**src/rtl/core/spi_master_transaction_engine_top_defines.svh**
```systemverilog
// Assertion macros for the SPI master transaction engine.
// Depends on nothing; every user names its clock clk_i and its reset rst_ni.
`ifndef SPI_MASTER_TRANSACTION_ENGINE_TOP_DEFINES_SVH
`define SPI_MASTER_TRANSACTION_ENGINE_TOP_DEFINES_SVH

// Same-cycle check, off during reset
`define SMTE_ASSERT(lbl, prop, msg) \
  lbl: assert property (@(posedge clk_i) disable iff (!rst_ni) (prop)) \
    else $error(msg);

// Next-cycle check: antecedent this edge, consequent at the next edge
`define SMTE_ASSERT_NEXT(lbl, ante, cons, msg) \
  lbl: assert property (@(posedge clk_i) disable iff (!rst_ni) (ante) |=> (cons)) \
    else $error(msg);

`endif

```
**src/rtl/core/smte_pkg.sv**
```systemverilog
// Package for the SPI master transaction engine: register indexes, widths, result word.
// No dependencies.
package smte_pkg;

  // Configuration register indexes
  typedef enum logic [2:0] {
    CFG_CLOCK_RATE   = 3'd0,
    CFG_CLOCK_MODE   = 3'd1,
    CFG_XFER_LENGTH  = 3'd2,
    CFG_SEND_FILL    = 3'd3,
    CFG_KEEP_READ    = 3'd4
  } cfg_reg_e;

  localparam int unsigned CfgIdxW   = 3;
  localparam int unsigned CfgDataW  = 16;
  localparam int unsigned RateW     = 16;
  localparam int unsigned LenW      = 16;
  // kHz * 1000 with 16-bit kHz fits in 26 bits
  localparam int unsigned WantW     = 26;
  localparam int unsigned KhzMultW  = 10;
  localparam logic [KhzMultW-1:0] KHZ_TO_HZ = 10'd1000;
  // Largest divider select (divide by 128)
  localparam logic [2:0] MAX_DIV_SEL = 3'd6;
  localparam logic [7:0] FILL_BYTE   = 8'hFF;

  localparam logic [RateW-1:0] RESET_RATE_KHZ = 16'd1000;
  localparam logic [WantW-1:0] RESET_WANT_HZ  = 26'd1000000;

  // One result word
  typedef struct packed {
    logic            sclk;
    logic            mosi;
    logic            tx_taken;
    logic            rx_valid;
    logic [7:0]      rx_byte;
    logic [LenW-1:0] rx_index;
    logic            busy;
    logic            done;
    logic [LenW-1:0] done_length;
  } result_t;

endpackage

```
**src/rtl/core/spi_master_transaction_engine_top.sv**
```systemverilog
// SPI master transaction engine, top level.
// Depends on smte_pkg and spi_master_transaction_engine_top_defines.svh.
//
// Each input word is one system clock tick (start request, transmit byte and
// MISO level) and yields exactly one result word, registered, carrying the
// SCLK and MOSI levels, byte handoff, received bytes and the done pulse. A new
// word is accepted every cycle; the only hold-off is a result word still
// waiting in the output register while out_stall_i is high. The SCLK half
// period is 1 << sel accepted words, sel (0..6) being picked once at start
// from a compare of the registered clock_rate_khz*1000 against six constant
// thresholds; the product itself is formed when the rate register is written.
`include "spi_master_transaction_engine_top_defines.svh"

module spi_master_transaction_engine_top #(
  parameter int unsigned SYS_CLOCK_HZ = 16000000
) (
  input  logic                          clk_i,
  input  logic                          rst_ni,
  // configuration write port
  input  logic                          cfg_we_i,
  input  logic [smte_pkg::CfgIdxW-1:0]  cfg_index_i,
  input  logic [smte_pkg::CfgDataW-1:0] cfg_data_i,
  // input words
  input  logic                          in_valid_i,
  output logic                          in_stall_o,
  input  logic                          start_req_i,
  input  logic [7:0]                    tx_byte_i,
  input  logic                          miso_i,
  // result words
  output logic                          out_valid_o,
  input  logic                          out_stall_i,
  output logic                          sclk_o,
  output logic                          mosi_o,
  output logic                          tx_taken_o,
  output logic                          rx_valid_o,
  output logic [7:0]                    rx_byte_o,
  output logic [smte_pkg::LenW-1:0]     rx_index_o,
  output logic                          busy_res_o,
  output logic                          done_res_o,
  output logic [smte_pkg::LenW-1:0]     done_length_o
);

  localparam int unsigned LenW = smte_pkg::LenW;
  localparam int unsigned WantW = smte_pkg::WantW;
  localparam logic [31:0] HALF_SYS_HZ = 32'(SYS_CLOCK_HZ / 2);

  // Configuration registers
  logic [WantW-1:0]           want_hz_q;
  logic [1:0]                 mode_q;
  logic [LenW-1:0]            xfer_len_q;
  logic                       send_fill_q;
  logic                       keep_read_q;

  // Engine state
  logic            active_q, active_d;
  logic [LenW-1:0] byte_cnt_q, byte_cnt_d;
  logic [2:0]      bit_cnt_q, bit_cnt_d;
  logic [7:0]      tx_shift_q, tx_shift_d;
  logic [7:0]      rx_shift_q, rx_shift_d;
  logic [2:0]      div_sel_q, div_sel_d;
  logic [6:0]      div_cnt_q, div_cnt_d;
  logic            clk_lvl_q, clk_lvl_d;

  // Output register
  logic              out_valid_q;
  smte_pkg::result_t res_q, res_d;

  logic       in_accept;
  logic [2:0] sel_pick;
  logic       half_end;

  // Accept unless a held result is being stalled
  assign in_stall_o = out_valid_q & out_stall_i;
  assign in_accept  = in_valid_i & ~in_stall_o;

  // Configuration writes; the rate is kept as Hz for the divider pick
  always_ff @(posedge clk_i or negedge rst_ni) begin
    if (!rst_ni) begin
      want_hz_q   <= smte_pkg::RESET_WANT_HZ;
      mode_q      <= 2'd0;
      xfer_len_q  <= '0;
      send_fill_q <= 1'b0;
      keep_read_q <= 1'b1;
    end else if (cfg_we_i) begin
      unique case (cfg_index_i)
        smte_pkg::CFG_CLOCK_RATE: begin
          want_hz_q <= WantW'(cfg_data_i) * WantW'(smte_pkg::KHZ_TO_HZ);
        end
        smte_pkg::CFG_CLOCK_MODE:  mode_q      <= cfg_data_i[1:0];
        smte_pkg::CFG_XFER_LENGTH: xfer_len_q  <= cfg_data_i;
        smte_pkg::CFG_SEND_FILL:   send_fill_q <= cfg_data_i[0];
        smte_pkg::CFG_KEEP_READ:   keep_read_q <= cfg_data_i[0];
        default: ;
      endcase
    end
  end

  // Divider pick: lowest sel whose SCLK rate is at or below the request
  always_comb begin
    sel_pick = smte_pkg::MAX_DIV_SEL;
    for (int k = int'(smte_pkg::MAX_DIV_SEL) - 1; k >= 0; k--) begin
      if ((HALF_SYS_HZ >> k) <= 32'(want_hz_q)) begin
        sel_pick = 3'(k);
      end
    end
  end

  // End of the current SCLK half period
  assign half_end = ({1'b0, div_cnt_q} + 8'd1) >= (8'd1 << div_sel_q);

  // One tick of the engine
  always_comb begin
    active_d   = active_q;
    byte_cnt_d = byte_cnt_q;
    bit_cnt_d  = bit_cnt_q;
    tx_shift_d = tx_shift_q;
    rx_shift_d = rx_shift_q;
    div_sel_d  = div_sel_q;
    div_cnt_d  = div_cnt_q;
    clk_lvl_d  = clk_lvl_q;
    res_d      = '0;

    if (!active_q) begin
      if (start_req_i) begin
        div_sel_d = sel_pick;
        if (xfer_len_q == '0) begin
          res_d.done = 1'b1;
        end else begin
          active_d   = 1'b1;
          byte_cnt_d = '0;
          bit_cnt_d  = '0;
          div_cnt_d  = '0;
          clk_lvl_d  = 1'b0;
          rx_shift_d = '0;
          tx_shift_d = send_fill_q ? smte_pkg::FILL_BYTE : tx_byte_i;
          res_d.tx_taken = ~send_fill_q;
        end
      end
    end else if (half_end) begin
      div_cnt_d = '0;
      clk_lvl_d = ~clk_lvl_q;
      if (!clk_lvl_q) begin
        // leading edge
        if (!mode_q[0]) begin
          rx_shift_d = {rx_shift_q[6:0], miso_i};
        end else if (bit_cnt_q != 3'd0) begin
          tx_shift_d = {tx_shift_q[6:0], 1'b0};
        end
      end else begin
        // trailing edge, bit complete
        if (!mode_q[0]) begin
          tx_shift_d = {tx_shift_q[6:0], 1'b0};
        end else begin
          rx_shift_d = {rx_shift_q[6:0], miso_i};
        end
        bit_cnt_d = bit_cnt_q + 3'd1;
        if (bit_cnt_q == 3'd7) begin
          if (keep_read_q) begin
            res_d.rx_valid = 1'b1;
            res_d.rx_byte  = rx_shift_d;
            res_d.rx_index = byte_cnt_q;
          end
          byte_cnt_d = byte_cnt_q + LenW'(1);
          if (byte_cnt_d < xfer_len_q) begin
            tx_shift_d = send_fill_q ? smte_pkg::FILL_BYTE : tx_byte_i;
            res_d.tx_taken = ~send_fill_q;
          end else begin
            active_d          = 1'b0;
            res_d.done        = 1'b1;
            res_d.done_length = byte_cnt_d;
          end
        end
      end
    end else begin
      div_cnt_d = div_cnt_q + 7'd1;
    end

    res_d.sclk = mode_q[1] ^ clk_lvl_d;
    res_d.mosi = active_d & tx_shift_d[7];
    res_d.busy = active_d;
  end

  // State advances once per accepted word
  always_ff @(posedge clk_i or negedge rst_ni) begin
    if (!rst_ni) begin
      active_q   <= 1'b0;
      byte_cnt_q <= '0;
      bit_cnt_q  <= '0;
      tx_shift_q <= '0;
      rx_shift_q <= '0;
      div_sel_q  <= '0;
      div_cnt_q  <= '0;
      clk_lvl_q  <= 1'b0;
    end else if (in_accept) begin
      active_q   <= active_d;
      byte_cnt_q <= byte_cnt_d;
      bit_cnt_q  <= bit_cnt_d;
      tx_shift_q <= tx_shift_d;
      rx_shift_q <= rx_shift_d;
      div_sel_q  <= div_sel_d;
      div_cnt_q  <= div_cnt_d;
      clk_lvl_q  <= clk_lvl_d;
    end
  end

  // Result register
  always_ff @(posedge clk_i or negedge rst_ni) begin
    if (!rst_ni) begin
      out_valid_q <= 1'b0;
    end else if (in_accept) begin
      out_valid_q <= 1'b1;
    end else if (!out_stall_i) begin
      out_valid_q <= 1'b0;
    end
  end

  always_ff @(posedge clk_i) begin
    if (in_accept) begin
      res_q <= res_d;
    end
  end

  assign out_valid_o   = out_valid_q;
  assign sclk_o        = res_q.sclk;
  assign mosi_o        = res_q.mosi;
  assign tx_taken_o    = res_q.tx_taken;
  assign rx_valid_o    = res_q.rx_valid;
  assign rx_byte_o     = res_q.rx_byte;
  assign rx_index_o    = res_q.rx_index;
  assign busy_res_o    = res_q.busy;
  assign done_res_o    = res_q.done;
  assign done_length_o = res_q.done_length;

  // Checks
  `SMTE_ASSERT(a_div_cnt_in_range,
      !active_q || ({1'b0, div_cnt_q} < (8'd1 << div_sel_q)),
      "divider count beyond half period")
  `SMTE_ASSERT(a_done_not_busy,
      !out_valid_o || !(done_res_o && (busy_res_o || tx_taken_o)),
      "done reported with busy or byte handoff")
  `SMTE_ASSERT(a_empty_never_stalls, out_valid_q || !in_stall_o,
      "input stalled with empty result register")
  `SMTE_ASSERT_NEXT(a_level_holds, in_accept && active_q && !half_end,
      $stable(clk_lvl_q) && $stable(bit_cnt_q),
      "SCLK level moved without a half period end")

endmodule

```
**config.mk**
```make
export PLATFORM = sky130hd
export DESIGN_NAME = spi_master_transaction_engine_top
export DESIGN_NICKNAME = d
export VERILOG_FILES = /design/src/rtl/core/smte_pkg.sv /design/src/rtl/core/spi_master_transaction_engine_top.sv
export VERILOG_INCLUDE_DIRS = /design/src /design/src/rtl/core
export SDC_FILE = /design/constraint.sdc
export NUM_CORES = 1
export LEC_CHECK = 0
export ABC_AREA = 1
export CAP_MARGIN = 10
export CORE_MARGIN = 2
export CORE_UTILIZATION = 55
export CTS_CLUSTER_SIZE = 40
export DETAILED_ROUTE_END_ITERATION = 10
export DONT_BUFFER_PORTS = 1
export PLACE_DENSITY_LB_ADDON = 0.25
export SETUP_SLACK_MARGIN = 0.2
export SYNTH_ARGS = -nofsm -noshare
export SYNTH_HDL_FRONTEND = slang
export SYNTH_SLANG_ARGS = --single-unit
```
**constraint.sdc**
```tcl
create_clock -name clk_i -period 3.34 [get_ports clk_i]
set_clock_uncertainty 0.15 [all_clocks]
set_input_delay 0.334 -clock clk_i [delete_from_list [all_inputs] [get_ports clk_i]]
set_output_delay 0.334 -clock clk_i [all_outputs]
set_load 0.03 [all_outputs]
```
==> results of run 1 <==
## per-stage QoR
step | cell area, um^2 | setup WS [ns] | power (W)
after floorplan | 10700 | -0.548 | 0.00628
after global placement | 11500 | -0.727 | 0.00800
after detailed placement | 11500 | -0.745 | 0.00807
after CTS | 12700 | -0.257 | 0.0105
after global routing | 13300 | -0.436 | 0.0118
final | 13300 | -0.298 | 0.0110
## worst paths after layout
kind	endpoint	from	slack, ns
min reg2reg	xfer_len_q[4]	xfer_len_q[4]	0.34
max reg2reg	done_length_o[7]	byte_cnt_q[10]	-0.11
max in group asynchronous	keep_read_q	rst_ni	2.31
min in group asynchronous	byte_cnt_q[10]	rst_ni	0.31
max	want_hz_q[18]	cfg_data_i[2]	-0.30
min	want_hz_q[5]	cfg_data_i[2]	0.02
## power by group through the flow
stage | Clock [W] | Combinational (W) | Sequential, W
after floorplan | 0 | 0.00388 | 0.00240
after global placement | 0 | 0.00544 | 0.00256
after detailed placement | 0 | 0.00551 | 0.00256
after CTS | 0.00185 | 0.00609 | 0.00253
after global routing | 0.00194 | 0.00727 | 0.00260
final | 0.00185 | 0.00657 | 0.00255
## per-layer routing
layer	vias up	wire length, um
li1	4453	-
met3	77	1450
met2	380	13700
met4	0	1090
met5	-	0
met1	4416	11300
## critical path, cell delays in order
cell	delay [ns]
fa_1	0.56
inv_1	0.07
fa_1	0.48
inv_1	0.05
fa_1	0.47
fa_1	0.57
ha_4	0.23
a21oi_4	0.14
nand2_2	0.10
a21oi_4	0.24
o21ai_4	0.10
nand3_1	0.07
nand2_1	0.06
or2_1	0.20
nand3_1	0.07
o21ai_1	0.08
## state kept, by name, summed over array words and instances (netlist names), 2 cells and up
signal         flops
div_cnt_q          7
done_length_o     16
want_hz_q         23
div_sel_q          3
mode_q             2
rx_byte_o          8
bit_cnt_q          3
rx_index_o        16
byte_cnt_q        16
xfer_len_q        16
tx_shift_q         8
rx_shift_q         8
## repair_timing
item / CTS / global route
hold buffers: 9 / 0
cloned: 2 / 0
setup buffers: 35 / 19
pin swaps: 50 / 59
endpoints found under the setup margin: 43 / 86
gates resized for setup: 66 / 99
endpoints found under the hold margin: 95 / 0
## placed cells by master (no fill, tap or decap), drive strengths merged
master and n:
a211oi 1, a21boi 1, a21o 3, a21oi 48, a31o 1, a31oi 6, a41oi 1, and2 2
and3 1, buf 134, bufinv 1, clkbuf 19, clkinv 8, clkinvlp 10, dfrtp 83, dfstp 8
dlygate4sd3 8, edfxtp 46, fa 53, ha 83, inv 214, mux2 1, nand2 267, nand3 65
nand3b 2, nand4 31, nor2 110, nor3 30, nor4 7, o21a 2, o21ai 128, o21bai 1
o22ai 9, o31ai 4, or2 10, xnor2 9, xor2 20
## layout make-up
class                           count  share of cell area, %
Clock buffer                       19                   3.49
Tap cell                          234                   2.20
Sequential cell                   137                   27.6
Timing Repair Buffer              142                   9.57
Inverter                          220                   6.50
Clock inverter                     13                  0.857
Multi-Input combinational cell    896                   49.8
## kinds of logic after synthesis
group	after synthesis	synth area share, %
simple gates	524	22.4
flops	137	35.1
mux	1	0.108
fa+ha+maj	136	20.1
buf+inv	247	9.11
compound gates	205	10.8
xor+xnor	29	2.43
==> metrics, run 1 <==
status=finished, violations left; failing checks=negative setup slack; combinational power share=59.9%; WP data arrival=3.83 ns; crit path time final=3.64 ns; clock power share=16.9%; met1 global-route usage=33.9%; most used routing layer=met2; WHS Path Cells=3; Area growth, synth to finish=27.1%; share of the clock period used by the worst path=109%; setup TNS=-4.61 ns; Gate Count Post-Synth=about 1300; Nets=1584; worst slew pin tran=0.763 ns; crit path kind=input port to register; Final Util=71.0%; First-pass DRT Iterations=5; syn_nets=1449; Clock Pin Slew Worst Setup and Hold Paths=0.06 ns; CP Capture Type=register; RSZ-0062 raised after global routing=yes; Clk Latency, worst-skew pair=0.43 ns; Max Freq=approximately 270 MHz; Yosys reg bits=137; leakage dissipation=~6.1 nW; CP max FO=5; Storage cell area=around 3700 um^2; GRT overflow=0; Ports=82; drt initial violations=753; final setup violating endpoints=39; top post-synthesis cells by area=dfrtp_1 (20%), edfxtp_1 (13%), fa_1 (10%), ha_1 (9.9%), nand2_1 (9.3%); core area=between 15000 and 20000 um^2; share of post-route cells with drive strength above 1=about a quarter; vias per inst=5.61; class of the worst hold path=input port to register; number of nets with antenna violations after routing=0; Initial Utilization=55.9%; Rows=50; multi-input logic area=6610 um^2; # port buffers=0; GR Layer Usage met3=4.49%; Finished Layout Cells=1661; Chip Height=142 um; WHS=0.0214 ns; CTS Buf Count=17; Slew Limit Fails=0; placed insts=1564; total number of vias=~9300; CTS tree=built; Filler Cells Inserted=1328; first-pass GRT wire length=43100 um; Post-synth top cells=nand2_1 (259), inv_1 (198), nor2_1 (102); Post-route DRC=0; Yosys Warn Count=0; met2 usage=a little under half; worst path required time=~3.5 ns; VDD IR max=653 uV; clk buf depth=2; Die W=about 140 um; Synth top area share=19.9%; Power Internal=0.00614 W; root buffer cell=clkbuf_16; PD cells=826 nW/um^2; Synth Cell Area=10500 um^2; Clock Sinks=between 100 and 150; Post-DP HPWL=around 19000 um; H-tree depth=4; Sw Share=between 40% and 50%; initial antenna violation count=0; Netlist cell types=51; Worst R2R Path Depth=18; relative slew slack=49.1%; ys flop type=dfrtp_1; total wire length=roughly 28000 um; ys async rst share=66.4%; final worst slack=-0.298 ns; Syn Area/Cell=8.17 um^2; startpoint class of the critical path=input port; largest net degree at the start of global routing=92; reported net switching power=a little under 0.005 W; endpoints failing hold=0; post-synth top area cell=dfrtp_1; vias in the first global route=about 9000; Max Cap Viol=0; GPL Wtd Cong=0.905; number of antenna diodes=0; most common cell in the netlist=nand2_1; sequential area share after synthesis=35.1%; routed length per placed instance=between 15 and 20 um; Seq pwr share=23.2%; number of synthesized flops with an enable pin=46; die area=20100 um^2; GR Util All Layers=26.9%
Note: power is estimated with default switching activity, not from simulation.
==> run 2: changes to the inputs <==
CTS_BUF_LIST = sky130_fd_sc_hd__clkbuf_16   (was default)
==> metrics, run 2 (same netlist as run 1, synthesis figures left out) <==
Nets=1606; Area growth, synth to finish=30.3%; PD cells=813 nW/um^2; # port buffers=0; Clock Pin Slew Worst Setup and Hold Paths=0.06 ns; total wire length=approximately 30000 um; drt initial violations=763; relative slew slack=48.8%; die area=20100 um^2; vias per inst=5.70; Power Total=roughly 0.011 W; vias in the first global route=9243; number of buffers and inverters on the critical path=5; Chip Height=142 um; status=finished, violations left; clk buf depth=2; CP max FO=8; Finished Layout Cells=around 1700; final setup violating endpoints=43; CP Capture Type=register; Post-DP HPWL=18900 um; endpoints failing hold=0; Post-route DRC=0; Layout Cell Area excl Fill=13600 um^2; Ports=82; hold worst-path end=want_hz_q[5]; Slew Limit Fails=0; pre-CTS setup slack=-0.745 ns; crit path kind=register to register; Max Cap Viol=0; most frequent cells in the layout=nand2_1 (237), inv_1 (171), buf_4 (107), dfrtp_1 (82), nor2_1 (77); share of the clock period used by the worst path=109%; final worst slack=-0.306 ns; placed insts=1564; GRT overflow=0; RSZ-0062 raised after global routing=yes; Rows=50; dpl cell area=11500 um^2; number of antenna diodes=0; most used cell, CP=nand2_2; VDD IR max=652 uV; leakage dissipation=6.21 nW; number of nets with antenna violations after routing=0; number of flip-flops in the largest register=23; worst r2r src=byte_cnt_q[1]; Filler Cells Inserted=between 1000 and 1500; RR Endpoint=done_length_o[7]; Initial Utilization=55.9%; failing checks=negative setup slack; GPL Wtd Cong=about 0.9; total number of vias=approximately 9600; commonest non-fill, non-tap cell in the layout=nand2_1; WHS Path Cells=3; H-tree depth=4; worst-path cell chain=ha_4 -> nand4_1 -> nor2_2 -> nand2_2 -> nor3_4 -> nand3_2 -> o21ai_4 -> inv_2 -> ha_4 -> nand2_2 -> inv_2 -> o21ai_2 -> nand2_2 -> nor2_4 -> buf_6 -> buf_6 -> nand2_4 -> nand2_8 -> buf_12 -> nor2_4; Max Freq=roughly 270 MHz; first-pass GRT wire length=44300 um; worst slew pin tran=0.769 ns; Worst R2R Path Depth=20; WP data arrival=3.66 ns; Die W=142 um; initial antenna violation count=0; Clk Latency, worst-skew pair=0.43 ns; class of the worst hold path=input port to register; crit path time final=3.65 ns; Reg with most FFs=want_hz_q; CTS tree=built; largest net degree at the start of global routing=92; Clock Sinks=137; First-pass DRT Iterations=6; share of post-route cells with drive strength above 1=27.5%; CTS Buf Count=17; GR Util All Layers=27.7%; routed length per placed instance=17.7 um; Worst path top cell family by delay=simple AND/OR/NAND/NOR gates; worst path required time=3.35 ns; crit-path max cell delay=roughly 0.42 ns; root buffer cell=clkbuf_16; R2R Setup Slk=-0.31 ns; hold path startpoint=cfg_data_i[2]; Storage cell area=3670 um^2; multi-input logic area=6730 um^2; setup TNS=-9.34 ns; CP max stage cell=dfrtp_1; startpoint class of the critical path=register; core area=18700 um^2
==> run 2: cell types whose count changed in the layout (fill, tap and decap cells not counted), moves of 3 or more <==
cell	previous run	this run
nor2_4	6	22
nor2_2	20	11
buf_6	30	44
buf_4	99	107
nor2_1	84	77
inv_1	174	171
==> run 2: metal layers <==
layer / up-vias / part of all wire (%) / GRT usage, % / wire length (um)
li1: 4498 / - / - / -
met1: 4599 / 40 / 34.7 / 11900
met2: 388 / 50 / 48.0 / 15000
met3: 107 / 5.1 / 4.35 / 1530
met4: 0 / 4.6 / 11.5 / 1380
met5: - / 0 / 0 / 0
==> run 2: power by group <==
group,internal [W],switching [W],total (W)
logic,0.00299,0.00370,0.00670
clock network,0.00107,0.000763,0.00183
registers,0.00210,0.000450,0.00255
==> run 2: repair_timing <==
action                                  CTS  global route
gates resized for setup                  70           139
setup buffers                            55            21
gates cloned                              2             0
hold buffers                              9             0
endpoints found under the setup margin   43            86
pin swaps                                43            62
endpoints found under the hold margin    95             0
==> run 2: layout make-up <==
type                            instances  area share (%)
Sequential cell                       137            26.9
Clock buffer                           18            3.31
Multi-Input combinational cell        896            49.4
Timing Repair Buffer                  164            10.9
Clock inverter                         14           0.863
Inverter                              220            6.39
Tap cell                              234            2.15
==> run 2: worst max-delay path by stage <==
| stage | from | end | slack [ns] | cells after the start |
|---|---|---|---|---|
| final | byte_cnt_q[1] | done_length_o[7] | -0.31 | 20 |
| after CTS | cfg_data_i[9] | want_hz_q[25] | -0.26 | 17 |
| after global routing | cfg_data_i[12] | want_hz_q[24] | -0.43 | 15 |
| after global placement | cfg_data_i[10] | want_hz_q[25] | -0.73 | 15 |
| after floorplan | cfg_data_i[2] | want_hz_q[18] | -0.55 | 16 |
| after detailed placement | cfg_data_i[6] | want_hz_q[25] | -0.74 | 13 |
==> run 2: through the flow <==
step           util (%)  hold WS [ns]
6_report           72.8        0.0175
5_1_grt            72.8        0.0160
4_1_cts            69.0       0.00427
3_5_place_dp       61.4        -0.110
3_3_place_gp       61.4        -0.108
2_1_floorplan         -        -0.112
==> run 2: tightest hold or removal path, delay by kind of cell <==
family | cells | cell delay [ns]
adder cells (fa/ha/maj) | 1 | 0.11
AO/OA/AOI/OAI | 1 | 0.06
AND/OR/NAND/NOR | 1 | 0.05
